`src/rtl/core/pfc_pkg.sv`:
```
`default_nettype none

package pfc_pkg;

  typedef enum logic [1:0] {
    CMD_KEY    = 2'd0,
    CMD_FINISH = 2'd1,
    CMD_PLAIN  = 2'd2,
    CMD_CIPHER = 2'd3
  } cmd_t;

  localparam int unsigned LETTERS  = 26;
  localparam int unsigned LETTER_W = 5;

  localparam logic [LETTER_W-1:0] LETTER_I = 5'd8;
  localparam logic [LETTER_W-1:0] LETTER_J = 5'd9;
  localparam logic [LETTER_W-1:0] LETTER_X = 5'd23;
  localparam logic [LETTER_W-1:0] LETTER_Z = 5'd25;
  localparam logic [LETTER_W-1:0] SQ_CELLS = 5'd25;

  function automatic logic [2:0] row_of(input logic [4:0] p);
    logic [2:0] r;
    if (p >= 5'd20) begin
      r = 3'd4;
    end else if (p >= 5'd15) begin
      r = 3'd3;
    end else if (p >= 5'd10) begin
      r = 3'd2;
    end else if (p >= 5'd5) begin
      r = 3'd1;
    end else begin
      r = 3'd0;
    end
    return r;
  endfunction

  function automatic logic [4:0] row_base(input logic [2:0] r);
    return 5'({r, 2'b00}) + 5'(r);
  endfunction

  function automatic logic [2:0] col_of(input logic [4:0] p);
    logic [4:0] c;
    c = p - row_base(row_of(p));
    return c[2:0];
  endfunction

  // rotate one place along a row or column, forward or back
  function automatic logic [2:0] step5(input logic [2:0] x, input logic back);
    logic [2:0] y;
    if (back) begin
      y = (x == 3'd0) ? 3'd4 : x - 3'd1;
    end else begin
      y = (x == 3'd4) ? 3'd0 : x + 3'd1;
    end
    return y;
  endfunction

  function automatic logic [4:0] cell_of(input logic [2:0] r, input logic [2:0] c);
    return row_base(r) + 5'(c);
  endfunction

endpackage

`default_nettype wire

```
`src/rtl/core/pfc_ram.sv`:
```
`default_nettype none

module pfc_ram #(
  parameter int WIDTH = 5,
  parameter int DEPTH = 32
) (
  input  wire logic                                   clk,
  input  wire logic                                   we,
  input  wire logic [((DEPTH > 1) ? $clog2(DEPTH) : 1)-1:0] waddr,
  input  wire logic [WIDTH-1:0]                       wdata,
  input  wire logic [((DEPTH > 1) ? $clog2(DEPTH) : 1)-1:0] raddr,
  output logic      [WIDTH-1:0]                       rdata
);

  logic [WIDTH-1:0] mem [DEPTH];

  always_ff @(posedge clk) begin
    if (we) begin
      mem[waddr] <= wdata;
    end
    rdata <= mem[raddr];
  end

endmodule

`default_nettype wire

```
`src/rtl/core/playfair_digraph_cipher.sv`:
```
// Playfair cipher engine, 5x5 square with j folded into i.
// Input stream: s_tdata carries a command and a letter, s_tlast marks the
// final letter of a message or key. Key letters fill the square, a finish
// command completes it in alphabet order, plaintext and ciphertext letters
// are paired and transformed. Output stream: one letter per word, m_tlast on
// the last word caused by one input word, m_tuser flags an odd ciphertext tail.
// Timing: the engine takes one input word at a time. A completed digraph
// reaches the output register through the states RDA, RDB, CALC, SQA, SQB,
// SQC and EMIT, set by the serial lookups through the position RAM and the
// square RAM (one read port each). A finish command walks the alphabet, one
// letter a cycle.
// The output register lets the next word be taken while a result waits;
// while m_tready is low the engine holds at its next result and s_tready
// stays low once it is back waiting for that register.
// Reset empties the square and drops any pending letter; the engine is
// ready on the cycle after reset.
`default_nettype none

module playfair_digraph_cipher (
  input  wire logic       clk,
  input  wire logic       rst,
  input  wire logic       s_tvalid,
  output logic            s_tready,
  input  wire logic [7:0] s_tdata,   // [1:0] command, [6:2] letter, [7] zero
  input  wire logic       s_tlast,
  output logic            m_tvalid,
  input  wire logic       m_tready,
  output logic      [7:0] m_tdata,   // [4:0] out_letter, [7:5] zero
  output logic            m_tlast,
  output logic            m_tuser    // [0] status
);

  typedef enum logic [10:0] {
    ST_IDLE = 11'b000_0000_0001,
    ST_EXEC = 11'b000_0000_0010,
    ST_WALK = 11'b000_0000_0100,
    ST_RDA  = 11'b000_0000_1000,
    ST_RDB  = 11'b000_0001_0000,
    ST_CALC = 11'b000_0010_0000,
    ST_SQA  = 11'b000_0100_0000,
    ST_SQB  = 11'b000_1000_0000,
    ST_SQC  = 11'b001_0000_0000,
    ST_EMIT = 11'b010_0000_0000,
    ST_DONE = 11'b100_0000_0000
  } state_t;

  state_t        state;
  pfc_pkg::cmd_t cmd;
  logic [4:0]    letter;
  logic          item_end;
  logic          item_ok;
  logic [25:0]   present;
  logic [4:0]    fill;
  logic [4:0]    pend_letter;
  logic          pend_valid;
  logic [4:0]    walk;
  logic [4:0]    pa;
  logic [4:0]    pb;
  logic          dec;
  logic          twice;
  logic [4:0]    pos_a;
  logic [4:0]    ca;
  logic [4:0]    cb;
  logic [4:0]    res_a;
  logic [4:0]    res_b;
  logic          err;
  logic [1:0]    emit_idx;
  logic [4:0]    out_letter;

  logic [4:0]    pos_rd;
  logic [4:0]    sq_rd;
  logic [4:0]    pos_raddr;
  logic [4:0]    sq_raddr;

  logic          wr_en;
  logic [4:0]    wr_letter;
  logic [4:0]    wr_cell;
  logic [25:0]   present_next;
  logic [4:0]    fill_next;
  logic          full;
  logic [25:0]   base_present;
  logic [4:0]    base_fill;

  logic [2:0]    ar, ac, br, bc;
  logic [4:0]    ca_next, cb_next;
  logic [1:0]    final_idx;
  logic          load;
  logic [4:0]    in_letter;

  assign s_tready  = (state == ST_IDLE) && !rst;
  assign in_letter = s_tdata[6:2];
  assign m_tdata   = {3'b000, out_letter};

  // square and position stores
  pfc_ram #(.WIDTH(5), .DEPTH(25)) u_square (
    .clk   (clk),
    .we    (wr_en),
    .waddr (wr_cell),
    .wdata (wr_letter),
    .raddr (sq_raddr),
    .rdata (sq_rd)
  );

  pfc_ram #(.WIDTH(5), .DEPTH(26)) u_position (
    .clk   (clk),
    .we    (wr_en),
    .waddr (wr_letter),
    .wdata (wr_cell),
    .raddr (pos_raddr),
    .rdata (pos_rd)
  );

  assign pos_raddr = (state == ST_RDB) ? pb : pa;
  assign sq_raddr  = (state == ST_SQB) ? cb : ca;

  // key fill and finish walk: a key letter on a full square starts a new square
  always_comb begin
    full         = (fill == pfc_pkg::SQ_CELLS);
    base_present = present;
    base_fill    = fill;
    wr_en        = 1'b0;
    wr_letter    = letter;
    wr_cell      = fill;
    if (state == ST_EXEC && full) begin
      base_present = '0;
      base_fill    = '0;
    end
    if (state == ST_EXEC && cmd == pfc_pkg::CMD_KEY && item_ok) begin
      wr_letter = letter;
      wr_cell   = base_fill;
      wr_en     = !base_present[letter];
    end else if (state == ST_WALK) begin
      wr_letter = walk;
      wr_cell   = fill;
      wr_en     = (walk != pfc_pkg::LETTER_J) && !present[walk] && !full;
    end
    present_next = present;
    fill_next    = fill;
    if (state == ST_EXEC && cmd == pfc_pkg::CMD_KEY && item_ok) begin
      present_next = base_present;
      fill_next    = base_fill;
    end
    if (wr_en) begin
      present_next = present_next | (26'd1 << wr_letter);
      fill_next    = wr_cell + 5'd1;
    end
  end

  // digraph rule on the two looked-up cells
  always_comb begin
    ar = pfc_pkg::row_of(pos_a);
    ac = pfc_pkg::col_of(pos_a);
    br = pfc_pkg::row_of(pos_rd);
    bc = pfc_pkg::col_of(pos_rd);
    if (ar == br) begin
      ca_next = pfc_pkg::cell_of(ar, pfc_pkg::step5(ac, dec));
      cb_next = pfc_pkg::cell_of(br, pfc_pkg::step5(bc, dec));
    end else if (ac == bc) begin
      ca_next = pfc_pkg::cell_of(pfc_pkg::step5(ar, dec), ac);
      cb_next = pfc_pkg::cell_of(pfc_pkg::step5(br, dec), bc);
    end else begin
      ca_next = pfc_pkg::cell_of(ar, bc);
      cb_next = pfc_pkg::cell_of(br, ac);
    end
  end

  assign final_idx = err ? 2'd0 : (twice ? 2'd3 : 2'd1);
  assign load      = (state == ST_EMIT) && (!m_tvalid || m_tready);

  always_ff @(posedge clk) begin
    if (rst) begin
      state      <= ST_IDLE;
      present    <= '0;
      fill       <= '0;
      pend_valid <= 1'b0;
      m_tvalid   <= 1'b0;
    end else begin
      present <= present_next;
      fill    <= fill_next;
      if (load) begin
        m_tvalid <= 1'b1;
      end else if (m_tready) begin
        m_tvalid <= 1'b0;
      end
      unique case (state)
        ST_IDLE: begin
          if (s_tvalid) begin
            state <= ST_EXEC;
          end
        end
        ST_EXEC: begin
          if (cmd == pfc_pkg::CMD_FINISH) begin
            state <= ST_WALK;
          end else if (!item_ok) begin
            state <= ST_IDLE;
          end else if (cmd == pfc_pkg::CMD_KEY) begin
            state <= ST_IDLE;
            if (full) begin
              pend_valid <= 1'b0;
            end
          end else if (!full) begin
            state <= ST_IDLE;
          end else if (!pend_valid) begin
            if (!item_end) begin
              state      <= ST_IDLE;
              pend_valid <= 1'b1;
            end else if (cmd == pfc_pkg::CMD_PLAIN) begin
              state <= ST_RDA;
            end else begin
              state <= ST_EMIT;
            end
          end else if (cmd == pfc_pkg::CMD_PLAIN && pend_letter == letter) begin
            state <= ST_RDA;
            if (item_end) begin
              pend_valid <= 1'b0;
            end
          end else begin
            state      <= ST_RDA;
            pend_valid <= 1'b0;
          end
        end
        ST_WALK: begin
          if (walk == pfc_pkg::LETTER_Z) begin
            state <= ST_IDLE;
          end
        end
        ST_RDA:  state <= ST_RDB;
        ST_RDB:  state <= ST_CALC;
        ST_CALC: state <= ST_SQA;
        ST_SQA:  state <= ST_SQB;
        ST_SQB:  state <= ST_SQC;
        ST_SQC:  state <= ST_EMIT;
        ST_EMIT: begin
          if (load && emit_idx == final_idx) begin
            state <= ST_DONE;
          end
        end
        ST_DONE: state <= ST_IDLE;
        default: state <= ST_IDLE;
      endcase
    end
  end

  // payload and datapath registers
  always_ff @(posedge clk) begin
    if (state == ST_IDLE && s_tvalid) begin
      cmd      <= pfc_pkg::cmd_t'(s_tdata[1:0]);
      letter   <= (in_letter == pfc_pkg::LETTER_J) ? pfc_pkg::LETTER_I : in_letter;
      item_ok  <= (in_letter <= pfc_pkg::LETTER_Z);
      item_end <= s_tlast;
    end
    if (state == ST_EXEC) begin
      walk     <= '0;
      emit_idx <= '0;
      dec      <= (cmd == pfc_pkg::CMD_CIPHER);
      res_a    <= '0;
      if (!pend_valid) begin
        pend_letter <= letter;
        pa          <= letter;
        pb          <= pfc_pkg::LETTER_X;
        err         <= (cmd == pfc_pkg::CMD_CIPHER);
        twice       <= 1'b0;
      end else if (cmd == pfc_pkg::CMD_PLAIN && pend_letter == letter) begin
        pa    <= letter;
        pb    <= pfc_pkg::LETTER_X;
        err   <= 1'b0;
        twice <= item_end;
      end else begin
        pa    <= pend_letter;
        pb    <= letter;
        err   <= 1'b0;
        twice <= 1'b0;
      end
    end
    if (state == ST_WALK) begin
      walk <= walk + 5'd1;
    end
    if (state == ST_RDB) begin
      pos_a <= pos_rd;
    end
    if (state == ST_CALC) begin
      ca <= ca_next;
      cb <= cb_next;
    end
    if (state == ST_SQB) begin
      res_a <= sq_rd;
    end
    if (state == ST_SQC) begin
      res_b <= sq_rd;
    end
    if (load) begin
      out_letter <= emit_idx[0] ? res_b : res_a;
      m_tlast    <= (emit_idx == final_idx);
      m_tuser    <= err;
      emit_idx   <= emit_idx + 2'd1;
    end
  end

  a_fill_range: assert property (@(posedge clk) disable iff (rst)
    fill <= pfc_pkg::SQ_CELLS)
    else $error("fill count beyond square size");

  a_fill_matches_present: assert property (@(posedge clk) disable iff (rst)
    $countones(present) == int'(fill))
    else $error("fill count disagrees with present letters");

  a_no_j: assert property (@(posedge clk) disable iff (rst)
    !present[pfc_pkg::LETTER_J])
    else $error("letter j entered the square");

  a_err_is_last: assert property (@(posedge clk) disable iff (rst)
    m_tvalid && m_tuser |-> m_tlast)
    else $error("error word not marked last");

  a_busy_after_accept: assert property (@(posedge clk) disable iff (rst)
    s_tvalid && s_tready |=> !s_tready)
    else $error("second word taken before first processed");

endmodule

`default_nettype wire

```
`config.mk`:
```
export PLATFORM = sky130hd
export DESIGN_NAME = playfair_digraph_cipher
export DESIGN_NICKNAME = d
export VERILOG_FILES = /design/src/rtl/core/pfc_pkg.sv /design/src/rtl/core/pfc_ram.sv /design/src/rtl/core/playfair_digraph_cipher.sv
export SDC_FILE = /design/constraint.sdc
export NUM_CORES = 1
export LEC_CHECK = 0
export BUFFER_PORTS_ARGS = -buffer_cell sky130_fd_sc_hd__buf_4
export CAP_MARGIN = 20
export CORE_MARGIN = 2
export CORE_UTILIZATION = 65
export DETAILED_ROUTE_END_ITERATION = 6
export PLACE_DENSITY = 0.82
export RECOVER_POWER = 100
export SETUP_SLACK_MARGIN = 0.5
export SLEW_MARGIN = 5
export SYNTH_ARGS = -nofsm -noshare
export SYNTH_HDL_FRONTEND = slang
export SYNTH_SLANG_ARGS = --single-unit
```
`constraint.sdc`:
```
create_clock -name clk -period 7.2 [get_ports clk]
set_input_delay 0.36 -clock clk [delete_from_list [all_inputs] [get_ports clk]]
set_output_delay 0.36 -clock clk [all_outputs]
set_load 0.005 [all_outputs]
```
==> impl_results.md, run 1 <==
- Outcome: finished, violations left
- Violated checks: DRC, capacitance limit, slew limit
- Sequential share of the synthesized area: 0.618
- FP Rows: 59
- Hold_ws: around 0.039 ns
- Max-slew headroom: -0.936
- Final WL: between 30000 and 40000 um
- Max_cap viols: 3
- Met3 Use GR: 0.0421
- Worst-skew pair later-pin latency: 0.52 ns
- Hold Path Depth: 1
- Leading cell types in the layout, fill and taps excluded: 321 x edfxtp_1, 249 x nand2_1, 120 x nor2_1
- Core footprint: 26100 um2
- Final Hold Fails: 0
- Leakage: 6.69 nW
- Delay-heaviest family, CP: compound AO/OA/AOI/OAI gates
- Crit Path Max Fanout: 31
- Post_cts resized: 0
- 1st-pass router iterations: 7
- Fin util: 0.721
- Crit end category: register
- Initial antenna violation count: 1
- Post-synth top flop: edfxtp_1
- IO Pins: 25
- Power Dens Cells: between 200 and 250 nW/um2
- Met1 usage: 0.372
- Via-to-Cell Ratio: 6.39
- Synth warnings: 0
- Synthesized area: 17400 um2
- CP max-delay cell: o21ai_0
- Fin nets: between 1500 and 2000
- Die Y: 167 um
- Critical Path Source Type: register
- Final period utilization: 0.737
- Largest net degree at the start of global routing: 49
- Grt total ovfl: 0
- FMAX: 189 MHz
- Yosys reg bits: 375
- Starting density of the core: 0.664
- Vias: 11700
- Critical path type: reg2reg
- Ys async rst share: 0
- Worst path cell trace: or4_1, nor2b_1, nand4b_1, o21ai_0
- Crit path depth: 4
- Root Buffer: clkbuf_16
- Layout cells sized above 1: 0.0812
- Worst EP arrival: 5.20 ns
- Slew at the pin closest to its max-slew limit: around 2.9 ns
- Post-synthesis cell type count: 78
- First-pass GRT wire length: 61800 um
- Die area: 28000 um2
- EDFF count, synth: 321
- Met2 Use GR: 0.484
- Fin Setup TNS: 0 ns
- Number of remaining DRC errors: 5
- Area growth from synthesis to layout: 8.56%
- Total GRT Usage: 0.285
- RSZ-0062 raised after global routing: no
- Initial DRC count: 1148
- Commonest non-fill, non-tap cell in the layout: edfxtp_1
- Worst Skew: just under 0.02 ns
- Busiest grt layer: met2
- CTS tree: built
- Data required, critical path: 7.09 ns
- Clk buf depth: 3
- Hpwl dp: 26100 um
- Gpl congestion: 0.906
- Final Critical Period: 5.30 ns
- Crit-path max cell delay: 2.60 ns
- H-tree Lvls: 2
- Postcts setup bufs: 0
- Clk slew on worst S/H paths: about 0.060 ns
- Routed Antenna Nets: 0
- Worst vdd rail ir drop: 0.000222 V
- Worst hold path type: in2reg
- Average size of a mapped cell: 11.8 um2
- Die Wd: 167 um
- Setup violators final: 0
- Total clock sinks: ~380
- Vias in the first global route: 11600
- Avg WL per Cell: 21.4 um
- TritonCTS Buffers: 36
- Hold Buf Count CTS: 0
- Number of buffers added on ports: 20
- Syn Inst Count: 1470
- FF-to-FF path depth: 4
- Max-slew violation count: 109
- WP buf/inv: 0
- Antenna cells: 0
[Yosys cell counts (14+ instances only)]
cell type | count | area, um2
nor3_1 | 35 | 175
buf_2 | 18 | 90.1
mux4_2 | 17 | 383
and2_1 | 15 | 93.8
a21oi_1 | 68 | 340
mux2_2 | 14 | 158
o21ai_0 | 59 | 295
ha_1 | 41 | 513
xor2_1 | 19 | 166
xnor2_1 | 14 | 123
edfxtp_1 | 321 | 9640
inv_1 | 51 | 191
nand2b_1 | 14 | 87.6
nand2_1 | 249 | 935
nand3_1 | 61 | 305
nor2_1 | 120 | 450
clkbuf_1 | 44 | 165
mux2i_1 | 42 | 420
dfxtp_1 | 54 | 1080
a31oi_1 | 17 | 106
[power breakdown]
group / internal (mW) / total [mW] / switching [mW]
clock network: 1.09 / 1.86 / 0.765
registers: 2.37 / 2.39 / 0.0215
logic: 0.0990 / 0.267 / 0.168
total: 3.56 / 4.51 / 0.955
[area by class of cell]
| type | count | area, um2 |
|---|---|---|
| clock buffers | 42 | 955 |
| clock inverters | 22 | 208 |
| inverters | 52 | 195 |
| multi-input cells | 974 | 6110 |
| repair buffers | 37 | 229 |
| flip-flops and latches | 375 | 10700 |
| fillers | 1768 | 7290 |
| well taps | 335 | 419 |
[registers in the layout (all words and copies together), names as in the netlist, 11 cells and up]
name	flops
u_position.mem	130
state	11
u_square.mem	125
present	26
[cell families after synthesis]
family | count (synthesis) | synth area share
xor+xnor | 34 | 0.0176
fa+ha+maj | 52 | 0.0417
mux | 73 | 0.0554
buf+inv | 123 | 0.0286
simple gates | 579 | 0.154
flops | 375 | 0.618
other cells | 1 | 0.000216
compound gates | 233 | 0.0849
[worst register-to-register path, stage by stage (launching register included)]
cell and delay [ns]:
dfxtp_1 0.36, or4_1 0.55, nor2b_1 0.20, nand4b_1 0.95
o21ai_0 2.61
[metal layers]
layer / part of all wire / wire, um
met1: 0.39 / 15300
met3: 0.077 / 3030
met4: 0.036 / 1410
met5: 0 / 0
met2: 0.50 / 19700
[per-stage QoR]
| stage | setup slack (ns) | total power [mW] | std cells | cell area, um2 |
|---|---|---|---|---|
| after floorplan | 2.97 | 2.62 | 1472 | 17400 |
| after global placement | 2.42 | 2.69 | 1771 | 17800 |
| after detailed placement | 2.32 | 2.70 | 1772 | 17800 |
| after CTS | 2.15 | 4.53 | 1836 | 18900 |
| after global routing | 1.46 | 4.63 | 1837 | 18800 |
| final | 1.90 | 4.51 | 1837 | 18800 |
[worst paths after layout]
kind / from / endpoint / slack, ns
setup / recovery: state[4] / u_square.mem[22][1] / 1.90
setup reg to reg: state[4] / u_square.mem[22][1] / 1.90
hold / removal: s_tdata[0] / cmd[0] / 0.04
hold reg to reg: u_square.rdata[1] / res_b[1] / 0.43
No activity file was read; power rests on OpenSTA's default activity.
==> run 2, diff against run 1 <==
- CORE_UTILIZATION: 65 -> 63
- PLACE_DENSITY: 0.82 -> 0.8
- clock period: 7.2 -> 5.07 ns (I/O delays scaled with it)
==> impl_results.md, run 2 (synthesized netlist as in run 1, its figures left out) <==
- Leading cell types in the layout, fill and taps excluded: 321 x edfxtp_1, 249 x nand2_1, 120 x nor2_1
- Die Wd: 170 um (+1.5%)
- FF-to-FF path depth: 25 (+21)
- Commonest non-fill, non-tap cell in the layout: edfxtp_1
- Avg WL per Cell: 21.0 um (-1.9%)
- Worst r2r dst: cb[4]
- Area growth from synthesis to layout: 10.2%
- Sw frac: 0.215 (+0.00348)
- Max reg flops: 130 (unchanged)
- Max_cap viols: 2 (-1)
- Worst hold path type: in2reg
- Slew at the pin closest to its max-slew limit: 1.63 ns (-1.25 ns)
- Gpl congestion: 0.859 (-5.3%)
- Final WL: 39300 um (-0.13%)
- Largest net degree at the start of global routing: 49 (unchanged)
- FMAX: 220 MHz (+17%)
- Hold_ws: 0.0549 ns (+0.0157 ns)
- Outcome: finished, violations left
- RSZ-0062 raised after global routing: no
- Setup violators final: 0 (unchanged)
- Crit end category: register
- Routed Antenna Nets: 0 (unchanged)
- Grt total ovfl: 0 (unchanged)
- Via-to-Cell Ratio: 6.24 (-2.4%)
- FP Rows: 60 (+1.7%)
- Int Power: 5.07 mW (+43%)
- Initial DRC count: 1199 (+4.4%)
- Initial antenna violation count: 0 (-1)
- Max-slew violation count: 66 (-39%)
- Worst EP arrival: 4.94 ns (-0.26 ns)
- Antenna cells: 0 (unchanged)
- Leakage: 6.82 nW (+2.0%)
- Fin nets: 1566 (+1.7%)
- Clk slew on worst S/H paths: 0.06 ns (about the same)
- Hold Path Depth: 2 (+1)
- IO Pins: 25 (unchanged)
- Finished layout cell area: 19100 um2 (+1.5%)
- Total clock sinks: 375 (unchanged)
- TritonCTS Buffers: 37 (+2.8%)
- DP Area: 17900 um2 (+0.46%)
- 1st-pass router iterations: 6 (-1)
- Fin util: 0.708 (-0.0134)
- Worst Min Path Start: s_tdata[2]
- Worst Skew: 0.0120 ns (-0.00743 ns)
- FF-to-FF setup slack: 0.53 ns (-1.37 ns)
- Critical path type: reg2reg
- Pwr Total: 6.46 mW (+43%)
- Core footprint: 27000 um2 (+3.4%)
- Power Dens Cells: 338 nW/um2 (+41%)
- Data required, critical path: 5.46 ns (-1.63 ns)
- Layout cells sized above 1: 0.0987 (+0.0175)
- Die Y: 170 um (+1.5%)
- Critical Path Source Type: register
- H-tree Lvls: 2 (unchanged)
- Worst vdd rail ir drop: 0.000437 V (+97%)
- R2r startpoint: u_position.rdata[3]
- Final Critical Period: 4.54 ns (-0.762 ns)
- Max-slew headroom: -0.0847 (+0.851)
- CTS tree: built
- Top flop regs: u_position.mem (130), u_square.mem (125), present (26)
- Fin Setup TNS: 0 ns (unchanged)
- Violated checks: capacitance limit, slew limit
- Clk buf depth: 3 (unchanged)
- First-pass GRT wire length: 61100 um (-1.2%)
- Clk pwr share: 0.413 (about the same)
- Sw power: 1.39 mW (+46%)
- Total GRT Usage: 0.276 (-0.00876)
- Worst-skew pair later-pin latency: 0.53 ns (about the same)
- Number of remaining DRC errors: 0 (-5)
- Final period utilization: 0.896 (+0.159)
- Root Buffer: clkbuf_16
- Crit Path Max Fanout: 7 (-77%)
- Hpwl dp: 26600 um (+1.9%)
- Largest reg by FF count: u_position.mem
- Vias in the first global route: 11300 (-2.2%)
- Comb power frac: 0.063 (+0.004)
- Die area: 28900 um2 (+3.1%)
- Starting density of the core: 0.642 (-0.0219)
- Hold Path End: letter[0]
- Sequential power share: 0.525 (-0.004)
- Vias: 11700 (-0.63%)
- Number of buffers added on ports: 20 (unchanged)
- Final Hold Fails: 0 (unchanged)
## run 2: cell count changes in the layout (fill, tap and decap cells not counted), moves of 4 or more
| cell | before | now |
|---|---|---|
| clkinv_1 | 8 | 3 |
| dlygate4sd3_1 | 0 | 8 |
| buf_4 | 13 | 25 |
| clkbuf_1 | 17 | 25 |
| mux2_1 | 6 | 2 |
| mux2_2 | 8 | 12 |
## run 2: per-stage QoR
stage,instances,worst slack [ns]
global placement,1787,0.391
CTS,1863,0.529
detailed placement,1788,0.272
floorplan,1472,0.839
global route,1871,0.261
finish,1871,0.527
## run 2: worst max-delay path, stage by stage (launching register included)
cell	delay, ns
dfxtp_1	0.48
inv_1	0.09
maj3_1	0.40
a221oi_4	0.38
inv_2	0.10
nand2_1	0.10
inv_1	0.11
ha_1	0.20
inv_1	0.09
fa_2	0.23
xnor2_2	0.09
xnor2_2	0.18
buf_4	0.16
ha_1	0.19
nor2_1	0.17
a21oi_2	0.04
nor2_1	0.15
ha_2	0.19
inv_1	0.05
fa_1	0.39
inv_1	0.07
a21oi_1	0.06
nor2_1	0.10
nor2_1	0.05
a31oi_1	0.19
o22a_1	0.16
## run 2: layout make-up
type | instances | area [um2]
inverters | 52 | 195
clock buffers | 50 | 1050
fillers | 1857 | 7910
repair buffers | 62 | 422
well taps | 341 | 427
clock inverters | 17 | 140
flip-flops and latches | 375 | 10700
multi-input cells | 974 | 6170
## run 2: power groups by stage
stage,logic (mW),registers [mW],clock network [mW]
floorplan,0.288,3.43,0
global placement,0.365,3.45,0
detailed placement,0.375,3.45,0
CTS,0.387,3.39,2.70
global route,0.446,3.39,2.80
finish,0.404,3.39,2.67
## run 2: what timing repair did
| action | in CTS | in global routing |
|---|---|---|
| endpoints found under the hold margin | 8 | 0 |
| setup endpoints to repair | 4 | 6 |
| setup buffers | 0 | 6 |
| hold buffers | 8 | 0 |
| pin swaps | 0 | 6 |
| gates resized for setup | 3 | 12 |
## run 2: how the worst max path moves through the flow
stage,startpoint,slack (ns),depth (start not counted),to
6_report,u_position.rdata[3],0.53,25,cb[4]
5_1_grt,pos_a[2],0.26,14,ca[4]
4_1_cts,u_position.rdata[3],0.53,24,cb[4]
3_5_place_dp,u_position.rdata[3],0.27,25,cb[4]
3_3_place_gp,u_position.rdata[3],0.39,25,cb[4]
2_1_floorplan,u_position.rdata[3],0.84,19,cb[4]
## run 2: per-layer routing
layer	part of all wire	GRT usage	vias to the layer above
met1	0.40	0.367	5644
met5	0	0	-
met2	0.50	0.475	510
met4	0.023	0.0896	0
met3	0.071	0.0365	77
li1	-	-	5438
==> run 3, diff against run 2 <==
- ABC_AREA: unset -> 1
- CORE_UTILIZATION: 63 -> 64
- PLACE_DENSITY: 0.8 -> 0.81
==> impl_results.md, run 3 <==
- Outcome: finished, violations left
- Violated checks: capacitance limit, slew limit
- Power Dens Cells: 332 nW/um2 (-1.6%)
- Die area: 31000 um2 (+7.2%)
- Clk buf depth: 3 (unchanged)
- Worst-skew pair later-pin latency: 0.53 ns (about the same)
- Avg WL per Cell: 17.1 um (-19%)
- Final period utilization: 0.896 (about the same)
- Slew at the pin closest to its max-slew limit: 1.77 ns (+0.146 ns)
- Core footprint: 28900 um2 (+7.1%)
- Fin nets: 2181 (+39%)
- Worst EP arrival: 4.69 ns (-0.25 ns)
- First-pass GRT wire length: 68900 um (+13%)
- Leading cell types in the layout, fill and taps excluded: 538 x nand2_1, 390 x inv_1, 321 x edfxtp_1
- Post-synthesis cell type count: 45 (-42%)
- H-tree Lvls: 2 (unchanged)
- Area growth from synthesis to layout: 7.89%
- Critical Path Source Type: register
- Vias: 14100 (+21%)
- Root Buffer: clkbuf_16
- Final WL: 43200 um (+9.7%)
- Total GRT Usage: 0.282 (+0.00630)
- Number of remaining DRC errors: 0 (unchanged)
- Cell with the most instances after synthesis: nand2_1
- Initial DRC count: 1542 (+29%)
- Worst Min Path Start: m_tready
- Placed Cells: 2443 (+37%)
- Worst Skew: 0.0278 ns (+0.0159 ns)
- FMAX: 220 MHz (about the same)
- Total clock sinks: 375 (unchanged)
- Largest net degree at the start of global routing: 61 (+24%)
- Max-slew headroom: -0.185 (-0.0999)
- 1st-pass router iterations: 5 (-1)
- Sequential share of the synthesized area: 0.566 (-0.0516)
- Starting density of the core: 0.654 (+0.0122)
- RSZ-0062 raised after global routing: yes
- Crit end category: register
- Average size of a mapped cell: 8.98 um2 (-24%)
- CP max-delay cell: clkbuf_1
- Commonest non-fill, non-tap cell in the layout: nand2_1
- Gpl congestion: 0.901 (+5.0%)
- Number of buffers added on ports: 20 (unchanged)
- Grt total ovfl: 0 (unchanged)
- Leakage: 9.06 nW (+33%)
- Worst vdd rail ir drop: 0.000257 V (-41%)
- Ys async rst share: 0 (unchanged)
- Post-synth top flop: edfxtp_1
- Syn Inst Count: 2109 (+43%)
- Worst hold path type: in2reg
- IO Pins: 25 (unchanged)
- Final Critical Period: 4.54 ns (-0.00170 ns)
- Synth area leaders: edfxtp_1 51%, nand2_1 10%, nand3_1 8.1%
- Worst path cell trace: clkbuf_1, nor3_1, nand3_1, inv_1, nand3_1, nor2_1, nor2_2, buf_4, ha_1, nand2_1, nor2_1
- Die Y: 176 um (+3.5%)
- Final Hold Fails: 0 (unchanged)
- Synth warnings: 0 (unchanged)
- EDFF count, synth: 321 (unchanged)
- Max-slew violation count: 165 (+150%)
- Crit Path Max Fanout: 33 (+26)
- Hpwl dp: 28600 um (+7.6%)
- Vias in the first global route: 13700 (+21%)
- Initial antenna violation count: 1 (+1)
- Routed Antenna Nets: 0 (unchanged)
- Area share of the largest cell type after synthesis: 0.509 (-0.0464)
- Max reg flops: 130 (unchanged)
- Fin Setup TNS: 0 ns (unchanged)
- Layout cells sized above 1: 0.0588 (-0.0399)
- Clk slew on worst S/H paths: 0.06 ns (about the same)
- CTS tree: built
- Data required, critical path: 5.22 ns (-0.24 ns)
- Largest reg by FF count: u_position.mem
- Top flop regs: u_position.mem (130), u_square.mem (125), present (26)
- Area leader, netlist: edfxtp_1
- Synthesized area: 18900 um2 (+9.1%)
- Yosys reg bits: 375 (unchanged)
- Commonest cells in the netlist: 529 x nand2_1, 387 x inv_1, 321 x edfxtp_1
- R2r startpoint: fill[2]
- Setup violators final: 0 (unchanged)
- Via-to-Cell Ratio: 5.58 (-11%)
- Final non-filler cell total: 2528 (+35%)
- Critical path type: reg2reg
- Crit path from: fill[2]
- Die Wd: 176 um (+3.5%)
- Crit-path max cell delay: 1.20 ns (+0.72 ns)
- TritonCTS Buffers: 38 (+2.7%)
- FP Rows: 62 (+3.3%)
- Max_cap viols: 4 (+2)
## run 3: cell count changes after synthesis, sizes merged, moves of 13 or more
cell    delta
buf       +36
a31oi     -13
nor3      -20
nor4      -15
mux2      -14
nand2    +300
mux2i     -42
and2      -15
mux4      -17
nand2b    -14
nand3    +249
nor2      +27
clkbuf    -26
inv      +344
## run 3: critical path, delay by kind of cell, from the launching register on
kind / cells / cell delay [ns]
fa+ha+maj: 1 / 0.18
buf+inv: 3 / 1.69
flops: 1 / 0.30
simple gates: 7 / 1.97
## run 3: area by class of cell
cell class / instances / area, um2
Clock inverter: 12 / 80.1
Timing Repair Buffer: 47 / 387
Sequential cell: 375 / 10700
Clock buffer: 54 / 1080
Antenna cell: 1 / 2.50
Tap cell: 384 / 480
Fill cell: 2133 / 8510
Multi-Input combinational cell: 1255 / 6170
Inverter: 400 / 1500
## run 3: where the power goes
| group | total (mW) | switching (mW) | internal, mW | leakage, nW |
|---|---|---|---|---|
| Clock | 2.65 | 1.12 | 1.53 | 0.570 |
| Combinational | 0.696 | 0.476 | 0.220 | 5.26 |
| Sequential | 3.44 | 0.0386 | 3.41 | 3.23 |
| Total | 6.79 | 1.63 | 5.16 | 9.06 |
## run 3: layer usage
layer | track usage | share of wire | wire length [um] | vias to the layer above
li1 | - | - | - | 6795
met1 | 0.363 | 0.39 | 17000 | 6567
met2 | 0.492 | 0.50 | 21500 | 619
met3 | 0.0403 | 0.076 | 3260 | 114
met4 | 0.0995 | 0.031 | 1350 | 0
met5 | 0 | 0 | 0 | -
## run 3: kinds of logic after synthesis
logic type | share of synthesized area
compound gates | 0.0391
flops | 0.566
fa+ha+maj | 0.0377
other cells | 0.000198
simple gates | 0.245
buf+inv | 0.103
xor+xnor | 0.00879
## run 3: per-stage QoR
stage                     power, mW  worst slack (ns)  hold WS, ns  area [um2]   util
after floorplan                4.02              1.10        0.352       18900      -
after global placement         4.18             0.678        0.418       19200  0.664
after detailed placement       4.21             0.551        0.433       19200  0.664
after CTS                      6.81             0.542       0.0165       20400  0.707
after global routing           6.99             0.257       0.0595       20400  0.706
final                          6.79             0.529       0.0244       20400  0.706
## run 3: timing repair
action,CTS,global route
endpoints found under the setup margin,0,5
resized for setup,0,9
hold buffers,8,0
setup buffers,0,6
endpoints found under the hold margin,8,0
## run 3: worst paths after layout
| path | slack (ns) | endpoint | depth (start not counted) |
|---|---|---|---|
| worst min register to register | 0.45 | res_b[0] | 0 |
| worst max register to register | 0.53 | u_square.mem[17][0] | 11 |
| worst max-delay path | 0.53 | u_square.mem[17][0] | 11 |
| worst min-delay path | 0.02 | m_tvalid | 4 |
